<file path="config.mk">
export PLATFORM = sky130hd
export DESIGN_NAME = weight_dequantizer
export DESIGN_NICKNAME = d
export VERILOG_FILES = /design/src/hw/rtl/wdq_pkg.sv /design/src/hw/rtl/weight_dequantizer.sv
export SDC_FILE = /design/constraint.sdc
export NUM_CORES = 2
export LEC_CHECK = 0
export BUFFER_PORTS_ARGS = -buffer_cell sky130_fd_sc_hd__buf_2
export CAP_MARGIN = 40
export CORE_ASPECT_RATIO = 1.5
export CORE_MARGIN = 10
export CORE_UTILIZATION = 65
export DETAILED_ROUTE_END_ITERATION = 12
export HOLD_SLACK_MARGIN = 0.06
export PLACE_DENSITY_LB_ADDON = 0.25
export SYNTH_ARGS = -nofsm -noshare
export SYNTH_HDL_FRONTEND = slang
export SYNTH_SLANG_ARGS = --single-unit
</file>
<file path="constraint.sdc">
create_clock -name clk -period 30 [get_ports clk]
set_input_delay 3 -clock clk [delete_from_list [all_inputs] [get_ports clk]]
set_output_delay 3 -clock clk [all_outputs]
set_load 0.1 [all_outputs]
</file>
<file path="src/hw/rtl/wdq_pkg.sv">
`timescale 1ns / 1ps
// ----------------------------------------------------------------------------
// wdq_pkg
// Shared types, codes and constants of the weight dequantizer.
// ----------------------------------------------------------------------------
package wdq_pkg;

  // Weight encodings held in the format register
  typedef enum logic [2:0] {
    FMT_U8  = 3'd0,
    FMT_S8  = 3'd1,
    FMT_U4  = 3'd2,
    FMT_S4  = 3'd3,
    FMT_NF4 = 3'd4
  } weight_fmt_t;

  // Configuration register indexes
  localparam logic [2:0] REG_WEIGHT_FORMAT      = 3'd0;
  localparam logic [2:0] REG_OUTPUT_BF16        = 3'd1;
  localparam logic [2:0] REG_APPLY_SCALE        = 3'd2;
  localparam logic [2:0] REG_APPLY_ZERO_POINT   = 3'd3;
  localparam logic [2:0] REG_ZERO_POINT_IS_BYTE = 3'd4;

  localparam int unsigned CFG_INDEX_W = 3;
  localparam int unsigned CFG_DATA_W  = 3;

  // Pipeline depth from input register to output register
  localparam int unsigned NUM_STAGES = 8;

  // IEEE single special encodings
  localparam logic [31:0] DEFAULT_NAN = 32'hFFC0_0000;
  localparam logic [31:0] QUIET_BIT   = 32'h0040_0000;

  // NF4 code points as IEEE single bits
  localparam logic [31:0] NF4_TABLE [16] = '{
    32'hBF80_0000, 32'hBF32_39B1, 32'hBF06_6B30, 32'hBECA_32A0,
    32'hBE91_A24D, 32'hBE3D_353F, 32'hBDBA_7871, 32'h0000_0000,
    32'h3DA2_FAFF, 32'h3E24_CAE3, 32'h3E7C_04DD, 32'h3EAD_033A,
    32'h3EE1_A4B8, 32'h3F10_07AB, 32'h3F39_13B3, 32'h3F80_0000
  };

endpackage

</file>
<file path="src/hw/rtl/weight_dequantizer.sv">
`timescale 1ns / 1ps
// ----------------------------------------------------------------------------
// weight_dequantizer
// Decodes one packed weight code per transfer, optionally subtracts a zero point,
// optionally multiplies by a scale and returns f32 or bf16 bits.
// ----------------------------------------------------------------------------
// Usage:
//   Input channel: in_valid / in_stall with packed_byte, upper_nibble,
//   zero_point and scale. Output channel: out_valid / out_stall with
//   weight_value. A transfer happens when valid is high and stall is low.
//   Configuration: write cfg_write with cfg_index / cfg_data while idle.
// Stages: decode, three subtract stages, three multiply stages and an
//   output format stage.
// Throughput: one item per cycle while out_stall holds no result; every
//   stage is registered and the multiplier is a single 24x24 product stage.
// Reset: rst clears all stage valids and the configuration registers.
// Stall: while out_stall holds a valid result, the whole pipeline freezes
//   and in_stall is raised; nothing is dropped or repeated.
// ----------------------------------------------------------------------------
module weight_dequantizer (
  input  logic        clk,
  input  logic        rst,
  input  logic        cfg_write,
  input  logic [wdq_pkg::CFG_INDEX_W-1:0] cfg_index,
  input  logic [wdq_pkg::CFG_DATA_W-1:0]  cfg_data,
  input  logic        in_valid,
  output logic        in_stall,
  input  logic [7:0]  packed_byte,
  input  logic        upper_nibble,
  input  logic [31:0] zero_point,
  input  logic [31:0] scale,
  output logic        out_valid,
  input  logic        out_stall,
  output logic [31:0] weight_value
);

  // Configuration registers
  wdq_pkg::weight_fmt_t weight_format;
  logic output_bf16;
  logic apply_scale;
  logic apply_zero_point;
  logic zero_point_is_byte;

  logic [wdq_pkg::NUM_STAGES-1:0] vld;
  logic en;

  // ------------------------------------------------------------------
  // Helpers
  // ------------------------------------------------------------------
  function automatic logic [31:0] int_to_f32(input logic sgn, input logic [7:0] mag);
    logic [2:0]  p;
    logic [23:0] m24;
    p = 3'd0;
    for (int i = 0; i < 8; i++) begin
      if (mag[i]) p = 3'(i);
    end
    m24 = {16'd0, mag} << (5'd23 - {2'd0, p});
    if (mag == 8'd0) return 32'd0;
    return {sgn, 8'd127 + {5'd0, p}, m24[22:0]};
  endfunction

  function automatic logic is_nan(input logic [31:0] u);
    return (u[30:23] == 8'hFF) && (u[22:0] != 23'd0);
  endfunction

  function automatic logic is_inf(input logic [31:0] u);
    return (u[30:23] == 8'hFF) && (u[22:0] == 23'd0);
  endfunction

  function automatic logic is_zero(input logic [31:0] u);
    return u[30:0] == 31'd0;
  endfunction

  // ------------------------------------------------------------------
  // Configuration writes
  // ------------------------------------------------------------------
  always_ff @(posedge clk) begin
    if (rst) begin
      weight_format      <= wdq_pkg::FMT_U8;
      output_bf16        <= 1'b0;
      apply_scale        <= 1'b0;
      apply_zero_point   <= 1'b0;
      zero_point_is_byte <= 1'b0;
    end else if (cfg_write) begin
      unique case (cfg_index)
        wdq_pkg::REG_WEIGHT_FORMAT:      weight_format <= wdq_pkg::weight_fmt_t'(cfg_data);
        wdq_pkg::REG_OUTPUT_BF16:        output_bf16 <= cfg_data[0];
        wdq_pkg::REG_APPLY_SCALE:        apply_scale <= cfg_data[0];
        wdq_pkg::REG_APPLY_ZERO_POINT:   apply_zero_point <= cfg_data[0];
        wdq_pkg::REG_ZERO_POINT_IS_BYTE: zero_point_is_byte <= cfg_data[0];
        default: ;
      endcase
    end
  end

  // Freeze every stage while a finished result is held back
  assign en       = !(vld[wdq_pkg::NUM_STAGES-1] && out_stall);
  assign in_stall = !en;

  always_ff @(posedge clk) begin
    if (rst) begin
      vld <= '0;
    end else if (en) begin
      vld <= {vld[wdq_pkg::NUM_STAGES-2:0], in_valid};
    end
  end

  // ------------------------------------------------------------------
  // Stage 1: decode weight and zero point
  // ------------------------------------------------------------------
  logic [31:0] s1_w, s1_zp, s1_sc;
  logic [31:0] dec_w, dec_zp;
  logic [3:0]  nib;

  always_comb begin
    nib = upper_nibble ? packed_byte[7:4] : packed_byte[3:0];
    unique case (weight_format)
      wdq_pkg::FMT_S8:
        dec_w = int_to_f32(packed_byte[7], packed_byte[7] ? 8'(-packed_byte) : packed_byte);
      wdq_pkg::FMT_U4:
        dec_w = int_to_f32(1'b0, {4'd0, nib});
      wdq_pkg::FMT_S4:
        dec_w = int_to_f32(nib[3], {4'd0, nib[3] ? 4'(-nib) : nib});
      wdq_pkg::FMT_NF4:
        dec_w = wdq_pkg::NF4_TABLE[nib];
      default:
        dec_w = int_to_f32(1'b0, packed_byte);
    endcase
    dec_zp = zero_point_is_byte ? int_to_f32(1'b0, zero_point[7:0]) : zero_point;
  end

  always_ff @(posedge clk) begin
    if (en) begin
      s1_w  <= dec_w;
      s1_zp <= dec_zp;
      s1_sc <= scale;
    end
  end

  // ------------------------------------------------------------------
  // Stage 2: subtract, specials and operand swap
  // ------------------------------------------------------------------
  logic [31:0] s2_w, s2_sc, s2_spec_val;
  logic        s2_spec, s2_sign, s2_zsign, s2_eff_sub;
  logic [7:0]  s2_exp, s2_d;
  logic [23:0] s2_big_man, s2_small_man;

  logic [31:0] a2, bn2, big2, sml2, spec_val2;
  logic        spec2;
  logic [7:0]  eb2, es2;

  always_comb begin
    a2   = s1_w;
    bn2  = {~s1_zp[31], s1_zp[30:0]};
    spec2 = 1'b1;
    spec_val2 = 32'd0;
    priority if (is_nan(a2)) begin
      spec_val2 = a2 | wdq_pkg::QUIET_BIT;
    end else if (is_nan(s1_zp)) begin
      spec_val2 = s1_zp | wdq_pkg::QUIET_BIT;
    end else if (is_inf(a2) && is_inf(s1_zp) && (a2[31] == s1_zp[31])) begin
      spec_val2 = wdq_pkg::DEFAULT_NAN;
    end else if (is_inf(a2)) begin
      spec_val2 = a2;
    end else if (is_inf(s1_zp)) begin
      spec_val2 = bn2;
    end else begin
      spec2 = 1'b0;
    end
    if (a2[30:0] >= bn2[30:0]) begin
      big2 = a2;
      sml2 = bn2;
    end else begin
      big2 = bn2;
      sml2 = a2;
    end
    eb2 = (big2[30:23] == 8'd0) ? 8'd1 : big2[30:23];
    es2 = (sml2[30:23] == 8'd0) ? 8'd1 : sml2[30:23];
  end

  always_ff @(posedge clk) begin
    if (en) begin
      s2_w         <= s1_w;
      s2_sc        <= s1_sc;
      s2_spec      <= spec2;
      s2_spec_val  <= spec_val2;
      s2_sign      <= big2[31];
      s2_zsign     <= a2[31] & bn2[31];
      s2_eff_sub   <= big2[31] ^ sml2[31];
      s2_exp       <= eb2;
      s2_d         <= eb2 - es2;
      s2_big_man   <= {big2[30:23] != 8'd0, big2[22:0]};
      s2_small_man <= {sml2[30:23] != 8'd0, sml2[22:0]};
    end
  end

  // ------------------------------------------------------------------
  // Stage 3: align the smaller operand and add
  // ------------------------------------------------------------------
  logic [31:0] s3_w, s3_sc, s3_spec_val;
  logic        s3_spec, s3_sign, s3_zsign;
  logic [7:0]  s3_exp;
  logic [27:0] s3_sum;

  logic [53:0] sh3;
  logic [26:0] mb3, ma3;
  logic [27:0] sum3;

  always_comb begin
    ma3 = {s2_big_man, 3'b000};
    sh3 = {s2_small_man, 30'd0} >> s2_d[4:0];
    if (s2_d >= 8'd27) begin
      mb3 = {26'd0, |s2_small_man};
    end else begin
      mb3 = {sh3[53:28], |sh3[27:0]};
    end
    sum3 = s2_eff_sub ? ({1'b0, ma3} - {1'b0, mb3}) : ({1'b0, ma3} + {1'b0, mb3});
  end

  always_ff @(posedge clk) begin
    if (en) begin
      s3_w        <= s2_w;
      s3_sc       <= s2_sc;
      s3_spec     <= s2_spec;
      s3_spec_val <= s2_spec_val;
      s3_sign     <= s2_sign;
      s3_zsign    <= s2_zsign;
      s3_exp      <= s2_exp;
      s3_sum      <= sum3;
    end
  end

  // ------------------------------------------------------------------
  // Stage 4: normalize and round the difference
  // ------------------------------------------------------------------
  logic [31:0] s4_w, s4_sc;

  logic [4:0]  lz4, sh4;
  logic [7:0]  lim4;
  logic [8:0]  e4;
  logic [26:0] n4;
  logic [7:0]  ef4;
  logic        rnd4;
  logic [30:0] pk4;
  logic [31:0] r4;

  always_comb begin
    lz4 = 5'd0;
    for (int i = 0; i < 27; i++) begin
      if (s3_sum[i]) lz4 = 5'(26 - i);
    end
    lim4 = s3_exp - 8'd1;
    sh4  = ({3'd0, lz4} < lim4) ? lz4 : lim4[4:0];
    if (s3_sum[27]) begin
      n4 = {s3_sum[27:2], s3_sum[1] | s3_sum[0]};
      e4 = {1'b0, s3_exp} + 9'd1;
    end else begin
      n4 = s3_sum[26:0] << sh4;
      e4 = {1'b0, s3_exp} - {4'd0, sh4};
    end
    ef4  = n4[26] ? e4[7:0] : 8'd0;
    rnd4 = n4[2] & (n4[1] | n4[0] | n4[3]);
    pk4  = {ef4, n4[25:3]} + {30'd0, rnd4};
    priority if (s3_spec) begin
      r4 = s3_spec_val;
    end else if (s3_sum == 28'd0) begin
      r4 = {s3_zsign, 31'd0};
    end else if (e4 >= 9'd255) begin
      r4 = {s3_sign, 8'hFF, 23'd0};
    end else begin
      r4 = {s3_sign, pk4};
    end
  end

  always_ff @(posedge clk) begin
    if (en) begin
      s4_w  <= apply_zero_point ? r4 : s3_w;
      s4_sc <= s3_sc;
    end
  end

  // ------------------------------------------------------------------
  // Stage 5: multiply mantissas, resolve specials
  // ------------------------------------------------------------------
  logic [31:0] s5_w, s5_spec_val;
  logic        s5_spec, s5_sign;
  logic signed [10:0] s5_e;
  logic [47:0] s5_prod;

  logic [31:0] spec_val5;
  logic        spec5;
  logic [7:0]  ea5, eb5;

  always_comb begin
    spec5 = 1'b1;
    spec_val5 = 32'd0;
    priority if (is_nan(s4_w)) begin
      spec_val5 = s4_w | wdq_pkg::QUIET_BIT;
    end else if (is_nan(s4_sc)) begin
      spec_val5 = s4_sc | wdq_pkg::QUIET_BIT;
    end else if ((is_inf(s4_w) && is_zero(s4_sc)) || (is_zero(s4_w) && is_inf(s4_sc))) begin
      spec_val5 = wdq_pkg::DEFAULT_NAN;
    end else if (is_inf(s4_w) || is_inf(s4_sc)) begin
      spec_val5 = {s4_w[31] ^ s4_sc[31], 8'hFF, 23'd0};
    end else if (is_zero(s4_w) || is_zero(s4_sc)) begin
      spec_val5 = {s4_w[31] ^ s4_sc[31], 31'd0};
    end else begin
      spec5 = 1'b0;
    end
    ea5 = (s4_w[30:23] == 8'd0) ? 8'd1 : s4_w[30:23];
    eb5 = (s4_sc[30:23] == 8'd0) ? 8'd1 : s4_sc[30:23];
  end

  always_ff @(posedge clk) begin
    if (en) begin
      s5_w        <= s4_w;
      s5_spec     <= spec5;
      s5_spec_val <= spec_val5;
      s5_sign     <= s4_w[31] ^ s4_sc[31];
      s5_e        <= $signed({3'd0, ea5}) + $signed({3'd0, eb5}) - 11'sd126;
      s5_prod     <= {s4_w[30:23] != 8'd0, s4_w[22:0]} *
                     {s4_sc[30:23] != 8'd0, s4_sc[22:0]};
    end
  end

  // ------------------------------------------------------------------
  // Stage 6: normalize the product
  // ------------------------------------------------------------------
  logic [31:0] s6_w, s6_spec_val;
  logic        s6_spec, s6_sign;
  logic signed [10:0] s6_e;
  logic [47:0] s6_norm;

  logic [5:0] lz6;

  always_comb begin
    lz6 = 6'd0;
    for (int i = 0; i < 48; i++) begin
      if (s5_prod[i]) lz6 = 6'(47 - i);
    end
  end

  always_ff @(posedge clk) begin
    if (en) begin
      s6_w        <= s5_w;
      s6_spec     <= s5_spec;
      s6_spec_val <= s5_spec_val;
      s6_sign     <= s5_sign;
      s6_e        <= s5_e - $signed({5'd0, lz6});
      s6_norm     <= s5_prod << lz6;
    end
  end

  // ------------------------------------------------------------------
  // Stage 7: round the product, denormalize when tiny
  // ------------------------------------------------------------------
  logic [31:0] s7_w;

  logic signed [10:0] rs7_full;
  logic [5:0]  rs7;
  logic [95:0] dn7;
  logic [47:0] m7;
  logic        st7, rnd7;
  logic [30:0] pk7;
  logic [31:0] r7;

  always_comb begin
    rs7_full = 11'sd1 - s6_e;
    rs7 = (rs7_full > 11'sd48) ? 6'd48 : rs7_full[5:0];
    dn7 = {s6_norm, 48'd0} >> rs7;
    if (s6_e >= 11'sd1) begin
      m7  = {1'b0, s6_norm[47:1]};
      st7 = |s6_norm[22:0];
      rnd7 = s6_norm[23] & (st7 | s6_norm[24]);
      pk7 = {s6_e[7:0], s6_norm[46:24]} + {30'd0, rnd7};
    end else begin
      m7  = dn7[95:48];
      st7 = (|dn7[47:0]) | (|m7[22:0]);
      rnd7 = m7[23] & (st7 | m7[24]);
      pk7 = {8'd0, m7[46:24]} + {30'd0, rnd7};
    end
    priority if (s6_spec) begin
      r7 = s6_spec_val;
    end else if (s6_e >= 11'sd255) begin
      r7 = {s6_sign, 8'hFF, 23'd0};
    end else begin
      r7 = {s6_sign, pk7};
    end
  end

  always_ff @(posedge clk) begin
    if (en) begin
      s7_w <= apply_scale ? r7 : s6_w;
    end
  end

  // ------------------------------------------------------------------
  // Stage 8: output format
  // ------------------------------------------------------------------
  logic [31:0] rnd8;
  logic [31:0] bf8;

  always_comb begin
    rnd8 = s7_w + 32'h0000_7FFF + {31'd0, s7_w[16]};
    priority if (is_nan(s7_w)) begin
      bf8 = {16'd0, s7_w[31:16] | 16'h0040};
    end else if (s7_w[30:23] == 8'd0) begin
      bf8 = {16'd0, s7_w[31], 15'd0};
    end else begin
      bf8 = {16'd0, rnd8[31:16]};
    end
  end

  always_ff @(posedge clk) begin
    if (en) begin
      weight_value <= output_bf16 ? bf8 : s7_w;
    end
  end

  assign out_valid = vld[wdq_pkg::NUM_STAGES-1];

  // ------------------------------------------------------------------
  // Checks
  // ------------------------------------------------------------------
  a_enter: assert property (@(posedge clk) disable iff (rst)
    in_valid && !in_stall |=> vld[0])
    else $error("accepted transfer did not enter the pipeline");

  a_freeze: assert property (@(posedge clk) disable iff (rst)
    in_stall |=> $stable(vld))
    else $error("pipeline valids moved during stall");

  a_reset: assert property (@(posedge clk)
    rst |=> !out_valid)
    else $error("output valid after reset");

  a_bf16: assert property (@(posedge clk) disable iff (rst)
    out_valid && output_bf16 |-> weight_value[31:16] == 16'd0)
    else $error("bf16 result has upper bits set");

endmodule
</file>
## After elaboration in Yosys (flattened, before gate mapping)

Memory sizes are Yosys's and may differ from the RTL's.
Index checks and enable logic that the tools add are counted.

- $add $sub $neg: 27
- Multiply operators: 1
- Order comparisons: 8
- Eq/ne operators: 14
- Shift-type cells: 9
- Muxes and demuxes: 168
- Bitwise logic cells: 14
- Reductions and logical operators: 59

Operators with widths:

| cell | number |
|---|---|
| 2-to-1 mux 32 bit | 31 |
| 2-to-1 mux 6 bit | 49 |
| 2-to-1 mux 5 bit | 28 |
| case mux 32 bit (4 select lines) | 1 |
| nonzero test 23 bit | 5 |
| >> shifter 96 x 6 -> 95 bit | 1 |
| 2-to-1 mux 31 bit | 3 |
| logical NOT 23 bit | 4 |
| 2-to-1 mux 3 bit | 26 |
| left shift 8 x 5 -> 23 bit | 3 |
| logical NOT 8 bit | 8 |
| adder 31 x 1 -> 31 bit | 2 |
| logical NOT 31 bit | 2 |
| 2-to-1 mux 27 bit | 2 |
| >> shifter 54 x 5 -> 54 bit | 1 |
| multiplier 24 x 24 -> 48 bit | 1 |
| 2-to-1 mux 8 bit | 6 |
| OR reduction 48 bit | 1 |
| left shift 48 x 6 -> 48 bit | 1 |
| OR reduction 23 bit | 2 |
| left shift 4 x 5 -> 23 bit | 2 |
| adder 7 x 3 -> 8 bit (first input constant) | 5 |
| equality test 8 bit (second input constant) | 5 |
| adder 32 x 1 -> 32 bit | 1 |
| other kinds (49) | 110 |

- Register bits: 788
- Bits in read-only memories: 512
- Input port bits: 84
- Output and inout port bits: 34
- Logic and storage cells: 347
- Memories: 1

Memory list:

| memory | words | bits a word | read ports | clocked after Yosys merged registers in | write ports | line | RTL |
|---|---|---|---|---|---|---|---|
| (name not given) | 16 | 32 | 1 | 0 | 0 | weight_dequantizer.sv:125 | `dec_w = wdq_pkg::NF4_TABLE[nib];` |

## Logic depth before layout (Yosys ltp)

- Depth after elaboration: 49
- Gate-level depth with buffers: 35
- Gate-level depth less buffers: 30

## Worst setup path after synthesis

Ideal clock, no wire load.

- Kind: input port to output port
- From: in out_stall
- To: out in_stall
- Data arrival time: 28692 ps
- Data required time: 27000 ps
- Path slack: -1692 ps
- Stages: 2
- Buffers on the path: 0
- Cell sequence: nand2_1 -> clkinv_1

- Word-level cells in the longest chain between the ends: 1

Ends and longest elaborated chain:

| element | line | RTL |
|---|---|---|
| start: declaration | weight_dequantizer.sv:33 | `input logic out_stall,` |
| logical AND 1 bit | weight_dequantizer.sv:97 | `assign en = !(vld[wdq_pkg::NUM_STAGES-1] && out_stall);` |
| end: declaration | weight_dequantizer.sv:27 | `output logic in_stall,` |

No other way between the ends.

## Final worst setup path

- From: reg s4_sc[1]
- To: reg s5_prod[42], data pin

- Word-level cells in the longest chain between the ends: 1

Ends and longest elaborated chain:

| element | line | RTL |
|---|---|---|
| start: declaration | weight_dequantizer.sv:236 | `logic [31:0] s4_w, s4_sc;` |
| start signal: assignment | weight_dequantizer.sv:278 | `s4_sc <= s3_sc;` |
| multiplier 24 x 24 -> 48 bit | weight_dequantizer.sv:321 | `s5_prod <= {s4_w[30:23] != 8'd0, s4_w[22:0]} *` |
| end signal: assignment | weight_dequantizer.sv:321 |  |
| end: declaration | weight_dequantizer.sv:288 | `logic [47:0] s5_prod;` |

No other way between the ends.
A chain may end at the register's enable or synchronous reset.

==> results.yml <==
setup_path:
  crit_type: "flop to flop"
  startpoint_type: "flop"
  cp.arrival_ps: 9400
  cpMostUsedCell: "fa_1"
  cp-end-kind: "flop"
  setup.worst_path.start: "s4_sc[1]"
  cp_num_buf_inv: 4
  critPathRequiredTime_ps: 30490
  path_delay_family: "adder cells"
  path_max_fanout: 26
  max_stage_delay_ps: 750
  r2r_start: "s4_sc[1]"
  cp_slowest_cell: "edfxtp_1"
pwr:
  switching_share: 0.488
  p_seq_frac: 0.251
  ir_drop_mv: 0.122
  p_int_w: 0.00351
  p_switching_w: 0.00334
  pwr-share-comb: 0.606
  pwr-share-clk: 0.143
  cellLeakagePower_nw: 30.4
  p_per_area_nw_per_um2: 98.3
route:
  drc: 0
  drt-initial-drc-count: 5241
  vias: 52810
  detail_route.first_pass.iterations: 6
  postRouteAntennaNets: 0
  viasPerCell: 6.64
  wl_per_cell_um: 26.6
  finalWirelength_um: 212000
timing:
  rsz0062_at_grt: "false"
  fmax_mhz: 112
  fin_crit_sh: 0.297
  tightest_slew_ps: 1030
  setup_violations: 0
  clock_skew_ps: 61.6
  maxSlewHeadroom: 0.316
  hold_viol: 0
  fin_crit_ps: 8920
  fin_setup_tns_ps: 0
  slew_violations: 0
global_route:
  antenna_found_initial: 2
  grt_use_met2: 0.646
  grt-busiest-layer: "met2"
  grt_pass1_vias: 53766
  use_met1: 0.368
  grt.total_usage: 0.368
  grt_max_degree: 188
  grt_pass1_wl_um: 318000
  overflow: 0
  met3_usage: 0.0650
clock_network:
  cts.htree.levels: 3
  cts_resized: 0
  tritoncts: "built"
  insertion_delay_ps: 730
  post_cts_buffers: 0
  cts-buffers-inserted: 74
  cts_root_buffer: "clkbuf_16"
  clkSinkCount: 781
  cts_buffer_depth: 3
  cts-hold-fix-buffers: 0
  clkTransAtPathRegs_ps: 80
floorplanning:
  dieArea_um2: 114000
  io_pins: 118
  start_util: 0.654
  die_h_um: 409
  die-width_um: 279
  rows: 142
  core_region_area_um2: 100000
place:
  place_congestion: 1.03
  placed_area_um2: 67200
  dp_hpwl_um: 157000
  numPortBuffers: 117
hold_path:
  hold_path_class: "flop to flop"
  hold_start: "s2_w[0]"
synthesis:
  synthMuxAreaShare: 0.0543
  syn-instance-count: 6664
  synthAdderAreaFrac: 0.211
  synth_seq_area_share: 0.356
  yosys_warnings: 0
  synth_top_family_by_area: "adder cells"
  synth_flop_cell: "edfxtp_1"
  synth_xor_area_frac: 0.0261
  synth_compound_area_frac: 0.129
  synth_edf_count: 766
  syn_avg_cell_area_um2: 9.82
  ys_types: 113
  synth-seq-cells: 781
  synth-async-reset-ratio: 0
  synth_simple_gate_area_frac: 0.159
  syn-num-nets: 7558
  synth_area_um2: 65500
finish:
  layout.nets: 7489
  drive_above_1_share: 0.0801
  final_area_um2: 69700
  final_core_util: 0.697
  syn_to_final_growth_pct: 6.52
run_status:
  run_status: "finished clean"
flow_run:
  cap_violations: 0
-- placed cells by master, fill, tap and decap left out, drive strengths merged, types with 34 or more instances in the layout --
| cell | n |
|---|---|
| nand2b | 55 |
| mux2i | 228 |
| o31ai | 34 |
| clkbuf | 80 |
| clkinv | 42 |
| nand4 | 63 |
| nor4 | 76 |
| xnor2 | 134 |
| a21oi | 333 |
| buf | 251 |
| fa | 487 |
| nand3 | 149 |
| nor2b | 56 |
| o21ai | 261 |
| nand2 | 844 |
| xor2 | 59 |
| and2 | 229 |
| o22ai | 49 |
| inv | 720 |
| ha | 323 |
| mux2 | 47 |
| a31oi | 49 |
| nor2 | 461 |
| o211ai | 36 |
| nor3 | 117 |
| and3 | 47 |
| a21o | 61 |
| edfxtp | 766 |
| a211oi | 62 |
-- state kept, by name, indices dropped and copies added, names as in the netlist, 32 cells and up --
name / count
weight_value: 32
s3_spec_val: 32
s3_sc: 32
s2_sc: 32
s4_w: 32
s2_spec_val: 32
s5_spec_val: 32
s4_sc: 32
s6_norm: 48
s6_spec_val: 32
s1_sc: 32
s1_zp: 32
s5_w: 32
s5_prod: 48
s7_w: 32
s6_w: 32
-- final timing paths --
path	to	slack [ps]	cells after the start
hold / removal	s3_w[0]	410	0
setup / recovery	s5_prod[42]	21080	27
hold reg to reg	s3_w[0]	410	0
setup reg to reg	s5_prod[42]	21080	27
-- cell families after synthesis --
kind of cell    count (synthesis)
simple gates                 2196
compound gates               1260
buf+inv                      1116
fa+ha+maj                     810
flops                         781
mux                           308
xor+xnor                      193
-- per-stage QoR --
stage                     cells  setup slack [ps]  power (W)  hold slack [ps]
after floorplan            6664              9270    0.00439              400
after global placement     7795             21300    0.00565              400
after detailed placement   7811             21240    0.00573              405
after CTS                  7945             21210    0.00673              410
after global routing       7949             20690    0.00720              418
final                      7950             21080    0.00686              406
-- Yosys cell counts, types with 36 or more instances --
library cell	number	area, um2
a211oi_1	61	458
a21o_1	61	458
a21oi_1	330	1650
a31oi_1	48	300
and2_1	229	1430
and3_1	47	294
clkbuf_1	325	1220
edfxtp_1	766	23000
fa_1	487	9750
ha_1	323	4040
inv_1	708	2660
mux2_2	47	529
mux2i_1	228	2280
nand2_1	839	3150
nand2b_1	55	344
nand3_1	148	741
nand4_1	63	394
nor2_1	457	1720
nor2b_1	56	350
nor3_1	114	571
nor4_1	72	450
o211ai_1	36	270
o21ai_0	247	1240
o22ai_1	48	300
xnor2_1	133	1160
xor2_1	59	517
-- power by group through the flow --
stage | Clock (W) | Combinational (W) | Sequential (W)
finish | 0.000981 | 0.00416 | 0.00172
global route | 0.00103 | 0.00445 | 0.00173
CTS | 0.000988 | 0.00404 | 0.00170
detailed placement | 0 | 0.00400 | 0.00173
global placement | 0 | 0.00393 | 0.00172
floorplan | 0 | 0.00278 | 0.00160
-- area by class of cell --
cell class                 count  area, um2
fill                        7436      30300
timing repair buffer         251       1640
multi-input combinational   4767      37900
tap                         1296       1620
antenna                        1       2.50
inverter                     720       2710
clock buffer                  80       1870
sequential                   781      23300
clock inverter                54        632
-- routing by layer --
metal  routed length (um)  part of all wire
met1                65300              0.31
met2               107000              0.51
met3                16200             0.077
met4                22700              0.11
met5                   11          0.000052
Note: power is estimated with default switching activity, not from simulation.
